<file path="src/rtl/sensor_hub_packet_parser_macros.svh">
// Assertion macros shared by the sensor hub packet parser RTL.
// No dependencies; included by files that carry concurrent checks.
`ifndef SENSOR_HUB_PACKET_PARSER_MACROS_SVH
`define SENSOR_HUB_PACKET_PARSER_MACROS_SVH

`ifndef NO_ASSERTIONS
// property must hold at every clock edge outside reset
`define SHPP_ASSERT(lbl, clk, rst, prop) \
  lbl: assert property (@(posedge clk) disable iff (rst) (prop)) \
    else $error("assertion failed");
// expression must never be true outside reset
`define SHPP_ASSERT_NEVER(lbl, clk, rst, expr) \
  lbl: assert property (@(posedge clk) disable iff (rst) !(expr)) \
    else $error("forbidden condition seen");
`else
`define SHPP_ASSERT(lbl, clk, rst, prop)
`define SHPP_ASSERT_NEVER(lbl, clk, rst, expr)
`endif

`endif

</file>
<file path="src/rtl/shpp_pkg.sv">
// Types and constants for the sensor hub packet parser.
// No dependencies; imported by every parser module.
package shpp_pkg;

  // one input item
  typedef struct packed {
    logic       first_byte;
    logic [7:0] data_byte;
  } in_item_t;

  // one result item
  typedef struct packed {
    logic               result_kind;
    logic        [1:0]  accuracy;
    logic signed [15:0] quat_i;
    logic signed [15:0] quat_j;
    logic signed [15:0] quat_k;
    logic signed [15:0] quat_real;
  } result_t;

  // result kinds
  localparam logic KIND_ROTATION = 1'b0;
  localparam logic KIND_LEN_ERR  = 1'b1;

  // report kinds being walked
  localparam logic [1:0] RPT_NONE = 2'd0;
  localparam logic [1:0] RPT_ROT  = 2'd1;
  localparam logic [1:0] RPT_TIME = 2'd2;

  // header byte positions
  localparam int HDR_LEN_LO  = 0;
  localparam int HDR_LEN_HI  = 1;
  localparam int HDR_CHANNEL = 2;
  localparam int HDR_SEQ     = 3;

  localparam logic [7:0] ID_ROTATION = 8'h08;
  localparam logic [7:0] ID_TIME     = 8'hFB;
  localparam logic [7:0] CHAN_GAME   = 8'h03;
  localparam logic [7:0] CHAN_WAKE   = 8'h04;

  localparam int LEN_W       = 15;  // header length bits kept
  localparam int CMP_W       = 16;  // width for length compares
  localparam int MIN_BAD_LEN = 4;   // lengths up to this are invalid
  localparam int ROT_LEN     = 14;

  // offsets inside a report
  localparam logic [3:0] OFF_ACCURACY  = 4'd2;
  localparam logic [3:0] OFF_QUAT_LO   = 4'd4;
  localparam logic [3:0] OFF_QUAT_HI   = 4'd11;
  localparam logic [3:0] OFF_ROT_LAST  = 4'd13;
  localparam logic [3:0] OFF_TIME_LAST = 4'd4;

endpackage

</file>
<file path="src/rtl/sensor_hub_packet_parser.sv">
// Throughput: one byte per cycle unless m_tready stalls the full result register;
// header and report decoding is one shallow combinational step between the input
// register and the result register; a result reaches m_* through both registers.
// Reset (rst, synchronous, active high): parser idle until a byte flagged as
// first arrives; both register stages empty.
// Depends on shpp_pkg, shpp_in_reg, shpp_decode, shpp_out_reg.
module sensor_hub_packet_parser #(
  parameter int MAX_PACKET_BYTES = 256   // largest valid header length, 8..32767
) (
  input  logic        clk,
  input  logic        rst,
  // input bytes
  input  logic        s_tvalid,
  output logic        s_tready,
  input  logic [7:0]  s_tdata,   // [7:0] data_byte
  input  logic        s_tuser,   // [0] first_byte
  // results
  output logic        m_tvalid,
  input  logic        m_tready,
  output logic [71:0] m_tdata,   // [1:0] accuracy, [17:2] quat_i, [33:18] quat_j,
                                 // [49:34] quat_k, [65:50] quat_real, [71:66] zero
  output logic        m_tuser    // [0] result_kind
);
  import shpp_pkg::*;

  in_item_t s_item;
  in_item_t held_item;
  logic     held_valid;
  logic     advance;
  logic     step;
  logic     res_valid;
  result_t  res;
  result_t  m_res;

  assign s_item.data_byte  = s_tdata;
  assign s_item.first_byte = s_tuser;

  // input register: takes a new item whenever it is empty or the held one moves on
  shpp_in_reg u_in_reg (
    .clk        (clk),
    .rst        (rst),
    .s_valid    (s_tvalid),
    .s_ready    (s_tready),
    .s_item     (s_item),
    .advance    (advance),
    .held_valid (held_valid),
    .held_item  (held_item)
  );

  // the held item is decoded whenever the result register has room
  assign step = held_valid && advance;

  shpp_decode #(
    .MAX_PACKET_BYTES (MAX_PACKET_BYTES)
  ) u_decode (
    .clk       (clk),
    .rst       (rst),
    .step      (step),
    .item      (held_item),
    .res_valid (res_valid),
    .res       (res)
  );

  // result register: parts the output handshake from the decoder
  shpp_out_reg u_out_reg (
    .clk       (clk),
    .rst       (rst),
    .res_valid (res_valid),
    .res       (res),
    .advance   (advance),
    .m_valid   (m_tvalid),
    .m_ready   (m_tready),
    .m_res     (m_res)
  );

  assign m_tuser = m_res.result_kind;
  assign m_tdata = {6'd0, m_res.quat_real, m_res.quat_k, m_res.quat_j,
                    m_res.quat_i, m_res.accuracy};

endmodule

</file>
<file path="src/rtl/shpp_in_reg.sv">
// Input register stage of the sensor hub packet parser.
// Depends on shpp_pkg.
module shpp_in_reg (
  input  logic                clk,
  input  logic                rst,
  input  logic                s_valid,
  output logic                s_ready,
  input  shpp_pkg::in_item_t  s_item,
  input  logic                advance,   // downstream takes the held item
  output logic                held_valid,
  output shpp_pkg::in_item_t  held_item
);
  import shpp_pkg::*;

  assign s_ready = !held_valid || advance;

  always_ff @(posedge clk) begin
    if (rst) begin
      held_valid <= 1'b0;
    end else if (s_ready) begin
      held_valid <= s_valid;
    end
  end

  always_ff @(posedge clk) begin
    if (s_valid && s_ready) begin
      held_item <= s_item;
    end
  end

endmodule

</file>
<file path="src/rtl/shpp_decode.sv">
// Per-byte header and report decoder of the sensor hub packet parser.
// Depends on shpp_pkg and sensor_hub_packet_parser_macros.svh.
`include "sensor_hub_packet_parser_macros.svh"

module shpp_decode #(
  parameter int MAX_PACKET_BYTES = 256
) (
  input  logic               clk,
  input  logic               rst,
  input  logic               step,        // consume item this cycle
  input  shpp_pkg::in_item_t item,
  output logic               res_valid,
  output shpp_pkg::result_t  res
);
  import shpp_pkg::*;

  localparam int IDX_W = $clog2(MAX_PACKET_BYTES + 1);

  logic [IDX_W-1:0]  byte_index, byte_index_next;
  logic [LEN_W-1:0]  packet_len, packet_len_next;
  logic [3:0]        report_offset, report_offset_next;
  logic [1:0]        report_type, report_type_next;
  logic              parse_stopped, parse_stopped_next;
  logic [1:0]        cap_accuracy, cap_accuracy_next;
  logic [3:0][15:0]  cap_quat, cap_quat_next;

  always_comb begin
    logic [IDX_W-1:0] cur_idx;
    logic [3:0]       cur_off;
    logic [1:0]       cur_typ;
    logic             cur_stop;
    logic             do_stop;
    logic [7:0]       b;
    logic [LEN_W-1:0] new_len;
    logic [3:0]       off_rel;
    logic [1:0]       qi;

    b        = item.data_byte;
    cur_idx  = item.first_byte ? '0 : byte_index;
    cur_off  = item.first_byte ? 4'd0 : report_offset;
    cur_typ  = item.first_byte ? RPT_NONE : report_type;
    cur_stop = item.first_byte ? 1'b0 : parse_stopped;
    do_stop  = 1'b0;
    new_len  = {b[LEN_W-9:0], packet_len[7:0]};
    off_rel  = cur_off - OFF_QUAT_LO;
    qi       = off_rel[2:1];

    byte_index_next    = cur_idx;
    packet_len_next    = packet_len;
    report_offset_next = cur_off;
    report_type_next   = cur_typ;
    parse_stopped_next = cur_stop;
    cap_accuracy_next  = cap_accuracy;
    cap_quat_next      = cap_quat;
    res_valid          = 1'b0;
    res                = '0;

    if (!cur_stop) begin
      if (cur_idx == IDX_W'(HDR_LEN_LO)) begin
        packet_len_next = LEN_W'(b);
        byte_index_next = IDX_W'(HDR_LEN_HI);
      end else if (cur_idx == IDX_W'(HDR_LEN_HI)) begin
        packet_len_next = new_len;
        byte_index_next = IDX_W'(HDR_CHANNEL);
        if (CMP_W'(new_len) <= CMP_W'(MIN_BAD_LEN) ||
            CMP_W'(new_len) > CMP_W'(MAX_PACKET_BYTES)) begin
          do_stop         = 1'b1;
          res_valid       = 1'b1;
          res.result_kind = KIND_LEN_ERR;
        end
      end else if (cur_idx == IDX_W'(HDR_CHANNEL)) begin
        byte_index_next = IDX_W'(HDR_SEQ);
        if (b != CHAN_GAME && b != CHAN_WAKE) begin
          do_stop = 1'b1;
        end
      end else if (cur_idx == IDX_W'(HDR_SEQ)) begin
        byte_index_next = IDX_W'(HDR_SEQ + 1);
        if (CMP_W'(HDR_SEQ + 1) >= CMP_W'(packet_len)) begin
          do_stop = 1'b1;
        end
      end else begin
        // payload byte
        byte_index_next = cur_idx + 1'b1;
        if (cur_off == 4'd0) begin
          if (b == ID_ROTATION) begin
            if (CMP_W'(cur_idx) + CMP_W'(ROT_LEN) > CMP_W'(packet_len)) begin
              do_stop = 1'b1;   // report would overrun the packet
            end else begin
              report_type_next   = RPT_ROT;
              report_offset_next = 4'd1;
            end
          end else if (b == ID_TIME) begin
            report_type_next   = RPT_TIME;
            report_offset_next = 4'd1;
          end else begin
            do_stop = 1'b1;
          end
        end else if (cur_typ == RPT_ROT) begin
          if (cur_off == OFF_ACCURACY) begin
            cap_accuracy_next = b[1:0];
          end else if (cur_off >= OFF_QUAT_LO && cur_off <= OFF_QUAT_HI) begin
            if (!cur_off[0]) begin
              cap_quat_next[qi][7:0] = b;
            end else begin
              cap_quat_next[qi][15:8] = b;
            end
          end
          if (cur_off >= OFF_ROT_LAST) begin
            res_valid          = 1'b1;
            res.result_kind    = KIND_ROTATION;
            res.accuracy       = cap_accuracy_next;
            res.quat_i         = cap_quat_next[0];
            res.quat_j         = cap_quat_next[1];
            res.quat_k         = cap_quat_next[2];
            res.quat_real      = cap_quat_next[3];
            report_offset_next = 4'd0;
            report_type_next   = RPT_NONE;
          end else begin
            report_offset_next = cur_off + 4'd1;
          end
        end else begin
          // time report: skip its bytes
          if (cur_off >= OFF_TIME_LAST) begin
            report_offset_next = 4'd0;
            report_type_next   = RPT_NONE;
          end else begin
            report_offset_next = cur_off + 4'd1;
          end
        end
        if (CMP_W'(cur_idx) + CMP_W'(1) >= CMP_W'(packet_len)) begin
          do_stop = 1'b1;
        end
      end
    end

    if (do_stop) begin
      parse_stopped_next = 1'b1;
      report_offset_next = 4'd0;
      report_type_next   = RPT_NONE;
    end

    res_valid = res_valid && step;
  end

  always_ff @(posedge clk) begin
    if (rst) begin
      byte_index    <= '0;
      packet_len    <= '0;
      report_offset <= 4'd0;
      report_type   <= RPT_NONE;
      parse_stopped <= 1'b1;
    end else if (step) begin
      byte_index    <= byte_index_next;
      packet_len    <= packet_len_next;
      report_offset <= report_offset_next;
      report_type   <= report_type_next;
      parse_stopped <= parse_stopped_next;
    end
  end

  // every capture byte is rewritten before a rotation result, no reset needed
  always_ff @(posedge clk) begin
    if (step) begin
      cap_accuracy <= cap_accuracy_next;
      cap_quat     <= cap_quat_next;
    end
  end

  `SHPP_ASSERT(a_idle_after_reset, clk, rst, $past(rst) |-> parse_stopped)
  `SHPP_ASSERT_NEVER(a_offset_without_report, clk, rst,
                     report_offset != 4'd0 && report_type == RPT_NONE)
  `SHPP_ASSERT_NEVER(a_offset_range, clk, rst,
                     (report_type == RPT_ROT && report_offset > OFF_ROT_LAST) ||
                     (report_type == RPT_TIME && report_offset > OFF_TIME_LAST))
  `SHPP_ASSERT(a_err_result_clean, clk, rst,
               (res_valid && res.result_kind == KIND_LEN_ERR) |->
               (res.accuracy == 2'd0 && res.quat_i == 16'sd0 &&
                res.quat_j == 16'sd0 && res.quat_k == 16'sd0 &&
                res.quat_real == 16'sd0))

endmodule

</file>
<file path="src/rtl/shpp_out_reg.sv">
// Result register stage of the sensor hub packet parser.
// Depends on shpp_pkg.
module shpp_out_reg (
  input  logic               clk,
  input  logic               rst,
  input  logic               res_valid,
  input  shpp_pkg::result_t  res,
  output logic               advance,   // room for the next result
  output logic               m_valid,
  input  logic               m_ready,
  output shpp_pkg::result_t  m_res
);
  import shpp_pkg::*;

  assign advance = !m_valid || m_ready;

  always_ff @(posedge clk) begin
    if (rst) begin
      m_valid <= 1'b0;
    end else if (advance) begin
      m_valid <= res_valid;
    end
  end

  always_ff @(posedge clk) begin
    if (advance && res_valid) begin
      m_res <= res;
    end
  end

endmodule
</file>
<file path="config.mk">
export PLATFORM = sky130hd
export DESIGN_NAME = sensor_hub_packet_parser
export DESIGN_NICKNAME = d
export VERILOG_FILES = /design/src/rtl/shpp_pkg.sv /design/src/rtl/sensor_hub_packet_parser.sv /design/src/rtl/shpp_in_reg.sv /design/src/rtl/shpp_decode.sv /design/src/rtl/shpp_out_reg.sv
export VERILOG_INCLUDE_DIRS = /design/src /design/src/rtl
export SDC_FILE = /design/constraint.sdc
export NUM_CORES = 1
export LEC_CHECK = 0
export BUFFER_PORTS_ARGS = -buffer_cell sky130_fd_sc_hd__buf_2
export CAP_MARGIN = 10
export CORE_MARGIN = 4
export CORE_UTILIZATION = 40
export DETAILED_ROUTE_END_ITERATION = 12
export GPL_ROUTABILITY_DRIVEN = 1
export PLACE_DENSITY = 0.64
export SLEW_MARGIN = 20
export SYNTH_ARGS = -nofsm -noshare
export SYNTH_HDL_FRONTEND = slang
export SYNTH_SLANG_ARGS = --single-unit
</file>
<file path="constraint.sdc">
create_clock -name clk -period 10.77 [get_ports clk]
set_clock_uncertainty 0.1 [all_clocks]
set_input_delay 2.154 -clock clk [delete_from_list [all_inputs] [get_ports clk]]
set_output_delay 2.154 -clock clk [all_outputs]
set_load 0.02 [all_outputs]
</file>
---- Yosys cells after proc, flatten, opt, wreduce, memory -nomap -nowiden ----
Index checks and enable logic that the tools add are counted.
word-level totals
  bits in registers ....................... 175
  bits of input ports ..................... 13
  output and inout port bits .............. 75
  word-level logic and storage cells ...... 148
operators by class
  add/sub/neg operators ................... 5
  magnitude comparators ................... 10
  equal/unequal tests ..................... 9
  mux-type cells .......................... 75
  bitwise logic cells ..................... 8
  reductions and logical operators ........ 20
operator list
  cell                                                  number
  two-way mux 67 bit                                    4
  two-way mux 64 bit                                    3
  bitwise mux 64 bit                                    2
  two-way mux 66 bit                                    1
  demux 16 bit (select 2 bit)                           2
  two-way mux 4 bit                                     14
  two-way mux 9 bit                                     6
  two-way mux 15 bit                                    2
  two-way mux 2 bit                                     15
  two-way mux 1 bit                                     24
  equality test 9 x 2 -> 1 bit, second input constant   2
  >= comparator 16 x 15 -> 1 bit                        1
  > comparator 16 x 15 -> 1 bit                         1
  two-way mux 16 bit                                    1
  >= comparator 3 x 15 -> 1 bit, first input constant   1
  > comparator 15 x 9 -> 1 bit, second input constant   1
  <= comparator 15 x 3 -> 1 bit, second input constant  1
  adder 9 x 1 -> 10 bit, second input constant          1
  adder 9 x 4 -> 10 bit, second input constant          1
  adder 9 x 1 -> 9 bit, second input constant           1
  equality test 9 x 1 -> 1 bit, second input constant   1
  zero test 9 bit                                       1
  equality test 8 x 4 -> 1 bit, second input constant   1
  equality test 8 bit, second input constant            1
  22 further kinds                                      39

---- Depth between registers and ports, before layout ----
  word-level depth ........................ 16
  mapped depth ............................ 19
  gate-level depth less buffers ........... 15

---- Hierarchy ----
Synthesis repeated with hierarchy kept, for this count alone.
unflattened totals
  cell total of the unflattened synthesis .. 672
  area, all modules ....................... 8296.7 µm²
modules (own cells, without submodules)
  module                    instances  cells each  area each (µm²)  seq. area each (µm²)
  shpp_decode               1          578         5849.4           2602.5
  shpp_out_reg              1          72          2067.0           2031.9
  shpp_in_reg               1          14          325.3            290.3
  sensor_hub_packet_parser  1          8           55.1             0.0

---- Worst setup path before layout ----
Ideal clock, no wire load.
  path type ............................... in2reg
  start ................................... input m_tready
  end ..................................... register u_decode.cap_accuracy[0] (enable)
  setup time .............................. 0.585 ns
  arrival time ............................ 7.627 ns
  required time ........................... 10.085 ns
  slack ................................... 2.458 ns
  stages on the path ...................... 5
  buffers on the path ..................... 0
  path through ............................ nand2b_1 nand2_1 nor2_1 nand2_1 nor3b_1
between the ends
  longest elaborated chain between the ends .. 3
RTL lines
  what                                  RTL line                        source
  from (decl)                           sensor_hub_packet_parser.sv:19  input logic m_tready,
  logical OR 1 bit                      shpp_out_reg.sv:15              assign advance = !m_valid || m_ready;
  logical AND 1 bit                     sensor_hub_packet_parser.sv:51  assign step = held_valid && advance;
  AND reduction 8 bit (no source line)  --
  to (signal assigned)                  shpp_decode.sv:164              cap_accuracy <= cap_accuracy_next;
  to (decl)                             shpp_decode.sv:24               logic [1:0] cap_accuracy, cap_accuracy_next;
No other way between the ends.
A chain may end at the register's enable or synchronous reset.

---- Worst setup path in the final report ----
  start ................................... input m_tready
  end ..................................... output s_tready
between the ends
  longest elaborated chain between the ends .. 2
RTL lines
  what              RTL line                        source
  logical OR 1 bit  shpp_out_reg.sv:15
  logical OR 1 bit  shpp_in_reg.sv:15               assign s_ready = !held_valid || advance;
  to (decl)         sensor_hub_packet_parser.sv:14  output logic s_tready,
No other way between the ends.

==> flow_summary_export.csv <==
group,metric,value,unit
clock_tree,cts_resized,0,
sta,slew_violations,0,
finish,utilization,47.1,%
logic_synthesis,synth_seq_cells,175,
drt,postRouteAntennaNets,0,
worst_setup_path,crit_arrival,2.60,ns
floorplan,die_x,153,um
clock_tree,htreeDepth,4,
worst_setup_path,critPathKind,"in2out",
worst_setup_path,critPathTopFamily,"buffers and inverters",
grt,grt_pass1_vias,5449,
floorplan,io-pin-count,88,
logic_synthesis,yosys_warnings,0,
placed_design,gp_congestion,0.820,
finish,drive_above_1_share,26.9,%
placed_design,numPortBuffers,81,
logic_synthesis,synth_flop_cell,"edfxtp_1",
worst_setup_path,r2r_end,"u_decode.report_offset[0]$_SDFFE_PP0P_",
sta,tns,0,ns
logic_synthesis,yosysMostFrequentCell,"edfxtp_1",
logic_synthesis,synth_area_leaders,"edfxtp_1 51%, mux2_2 9.0%, dfxtp_1 7.9%",
drt,drt_iter0_drc,348,
logic_synthesis,yosys.area.top_type,"edfxtp_1",
floorplan,rows,52,
floorplan,core-area,0.0204,sq mm
job,drv_cap,0,
worst_setup_path,path_cells,"buf_2 -> inv_1 -> nand3_1 -> buf_2",
min_path,hold_class,"reg2reg",
clock_tree,path_clk_slew,0.07,ns
sta,period_share,45.1,%
drt,routedWlPerCell,17.7,um
sta,worst_slew_pin_slew,0.917,ns
worst_setup_path,worstReg2RegStart,"u_in_reg.held_item[8]$_DFFE_PP_",
worst_setup_path,cp_slowest_cell,"buf_2",
worst_setup_path,cp.depth,4,
pwr,power.switching,0.000326,W
logic_synthesis,ys_seq_area_share,58.5,%
clock_tree,cts_buffer_depth,2,
sta,fin_crit,4.86,ns
clock_tree,post-cts-setup-buffers,0,
clock_tree,cts_tree,"done",
clock_tree,hold_buffers,0,
finish,synthToLayoutAreaGrowth,14.3,%
grt,grt_max_degree,67,
drt,routed_wl,18200,um
pwr,leakage,3.32,nW
pwr,swShare,23.7,%
pwr,seqPwrFrac,54.0,%
logic_synthesis,avgSynthCellArea,12.4,sq um
worst_setup_path,critPathLaunchType,"input pin",
clock_tree,cts_made_buffers,17,
worst_setup_path,crit_path_frequent_cell,"buf_2",
worst_setup_path,ff2ff_setup_slack,6.83,ns
finish,multi_input_area,0.00327,sq mm
sta,rsz0062_at_grt,"no",
grt,grtUsageTotal,15.9,%
worst_setup_path,cp-endpoint,"s_tready",
pwr,irDropWorstVdd,0.0000797,V
worst_setup_path,worst_setup_path_end_kind,"output pin",
clock_tree,clock_latency,0.42,ns
grt,overflow,0,
sta,hold_viol_final,0,
logic_synthesis,synth_edf_count,142,
pwr,intPower,0.00105,W
clock_tree,clockRootBuffer,"clkbuf_16",
worst_setup_path,critPathLaunch,"m_tready",
placed_design,dpl.hpwl,11800,um
pwr,combPwrFrac,3.0,%
logic_synthesis,synth_top_cells_by_count,"142 x edfxtp_1, 73 x nor2b_1, 67 x mux2_2, 42 x nor2_1, 39 x nand2_1",
worst_setup_path,critical_path_buf_inv_count,3,
logic_synthesis,yosysTopAreaCellShare,50.7,%
sta,max-slew-margin-rel,38.9,%
logic_synthesis,syn_area,0.00841,sq mm
finish,fill_cells,1887,
drt,via_count,5357,
pwr,clkPwrFrac,43.1,%
pwr,power,0.00137,W
clock_tree,cts_sinks,175,
floorplan,die_y,153,um
drt,dr.pass1.iters,5,
status,status,"finished, final reports clean",
finish,fin_nets,790,
floorplan,die_area,0.0234,sq mm
worst_setup_path,required,8.52,ns
worst_setup_path,rr_worst_depth,15,
drt,routed_via_density,5.21,
logic_synthesis,yosysUniqueCellTypes,61,
logic_synthesis,async_flop_share,0,%
grt,grt_pass1_wl,29900,um
pwr,pwr_density_cell,143,mW/mm^2
sta,setup_violations,0,
worst_setup_path,critPathMaxFanout,3,
sta,max_freq,206,MHz
finish,seq_area,0.00492,sq mm
finish,n_antenna_cell,0,
floorplan,start_util,41.2,%
grt,antenna_found_initial,0,
worst_setup_path,slowest_delay,0.18,ns
logic_synthesis,synthCells,678,
drt,drc,0,
==> layout make-up <==
cell class	count	area share (%)
clock inverters	15	1.56
well taps	270	3.51
multi-input cells	447	34.0
clock buffers	17	4.42
repair buffers	85	4.53
inverters	20	0.781
flip-flops and latches	175	51.2
==> cells by family (layout without fill, tap and decap cells) <==
kind of cell    count (synthesis)  in the layout  share of synthesized area (%)
other cells                     1              6                         0.0446
fa+ha+maj                      31             31                           4.61
simple gates                  245            245                           16.2
buf+inv                        61            137                           3.14
mux                            67             67                           8.97
compound gates                 85             85                           7.12
xor+xnor                       13             13                           1.35
flops                         175            175                           58.5
==> metal layers <==
| layer | up-vias | track usage [%] | part of all wire (%) |
|---|---|---|---|
| met3 | 11 | 3.03 | 3.7 |
| met2 | 107 | 24.9 | 46 |
| met4 | 0 | 3.39 | 0.94 |
| met1 | 2636 | 23.1 | 49 |
| met5 | - | 0 | 0 |
| li1 | 2603 | - | - |
==> through the flow <==
step / worst slack (ns) / std cells / hold slack, ns / instance area (sq um)
2_1_floorplan: 2.46 / 683 / 0.336 / 8430
3_5_place_dp: 5.91 / 997 / 0.349 / 9030
6_report: 5.91 / 1029 / 0.357 / 9620
5_1_grt: 5.87 / 1029 / 0.389 / 9620
3_3_place_gp: 5.93 / 997 / 0.345 / 9030
4_1_cts: 5.91 / 1029 / 0.359 / 9610
==> sequential cells by signal, summed over array words and instances, names as in the netlist <==
signal,count
u_in_reg.held_valid,1
u_decode.report_type,2
u_decode.parse_stopped,1
u_decode.cap_accuracy,2
u_decode.report_offset,4
u_decode.cap_quat,64
u_decode.byte_index,9
u_decode.packet_len,15
u_in_reg.held_item,9
u_out_reg.m_res,67
u_out_reg.m_valid,1
==> worst min-delay path by stage <==
stage	endpoint	from	depth (start not counted)
finish	u_decode.packet_len[3]$_SDFFE_PP0P_	u_decode.packet_len[3]$_SDFFE_PP0P_	2
global route	u_decode.packet_len[3]$_SDFFE_PP0P_	u_decode.packet_len[3]$_SDFFE_PP0P_	2
CTS	u_decode.packet_len[3]$_SDFFE_PP0P_	u_decode.packet_len[3]$_SDFFE_PP0P_	2
detailed placement	u_decode.packet_len[3]$_SDFFE_PP0P_	u_decode.packet_len[3]$_SDFFE_PP0P_	2
global placement	u_decode.packet_len[3]$_SDFFE_PP0P_	u_decode.packet_len[3]$_SDFFE_PP0P_	2
floorplan	u_decode.packet_len[3]$_SDFFE_PP0P_	u_decode.packet_len[3]$_SDFFE_PP0P_	2
==> power groups by stage <==
stage	Sequential, W	Combinational (W)	Clock [W]
CTS	0.000741	0.0000407	0.000603
finish	0.000741	0.0000408	0.000591
global route	0.000742	0.0000459	0.000637
detailed placement	0.000756	0.0000403	0
floorplan	0.000744	0.0000365	0
global placement	0.000756	0.0000400	0
==> worst register-to-register path: stages (launching register included) <==
cell and delay [ns]:
edfxtp_1 0.35, buf_4 0.24, nand2b_1 0.25, inv_1 0.18
ha_1 0.38, nand2_1 0.11, nor2_1 0.20, nand3_1 0.12
xor2_1 0.14, nor2_1 0.08, ha_1 0.22, a2111o_1 0.35
o211ai_1 0.36, a41oi_4 0.23, or3_1 0.45, a21oi_2 0.12
==> cell usage in the layout (no fill, tap or decap), types with 3 or more instances in the layout <==
| cell | instances |
|---|---|
| ha_1 | 31 |
| inv_1 | 20 |
| o211ai_1 | 5 |
| inv_8 | 4 |
| a211oi_1 | 3 |
| buf_4 | 4 |
| nor2_1 | 42 |
| xnor2_1 | 5 |
| nor3b_1 | 3 |
| xor2_1 | 8 |
| o21ai_0 | 12 |
| dfxtp_1 | 33 |
| conb_1 | 6 |
| clkbuf_16 | 17 |
| a21oi_1 | 22 |
| clkinv_8 | 3 |
| edfxtp_1 | 142 |
| nand3_1 | 17 |
| a31oi_1 | 6 |
| nand2_1 | 39 |
| mux2_2 | 67 |
| nor2b_1 | 73 |
| and2_1 | 3 |
| buf_2 | 81 |
| or3_1 | 4 |
| nand4_1 | 3 |
| nand4b_1 | 5 |
| clkinvlp_4 | 3 |
| and3_1 | 3 |
| nand2b_1 | 16 |
| nor3_1 | 12 |
| a22oi_1 | 14 |
Power figures use the tool's default switching activity.
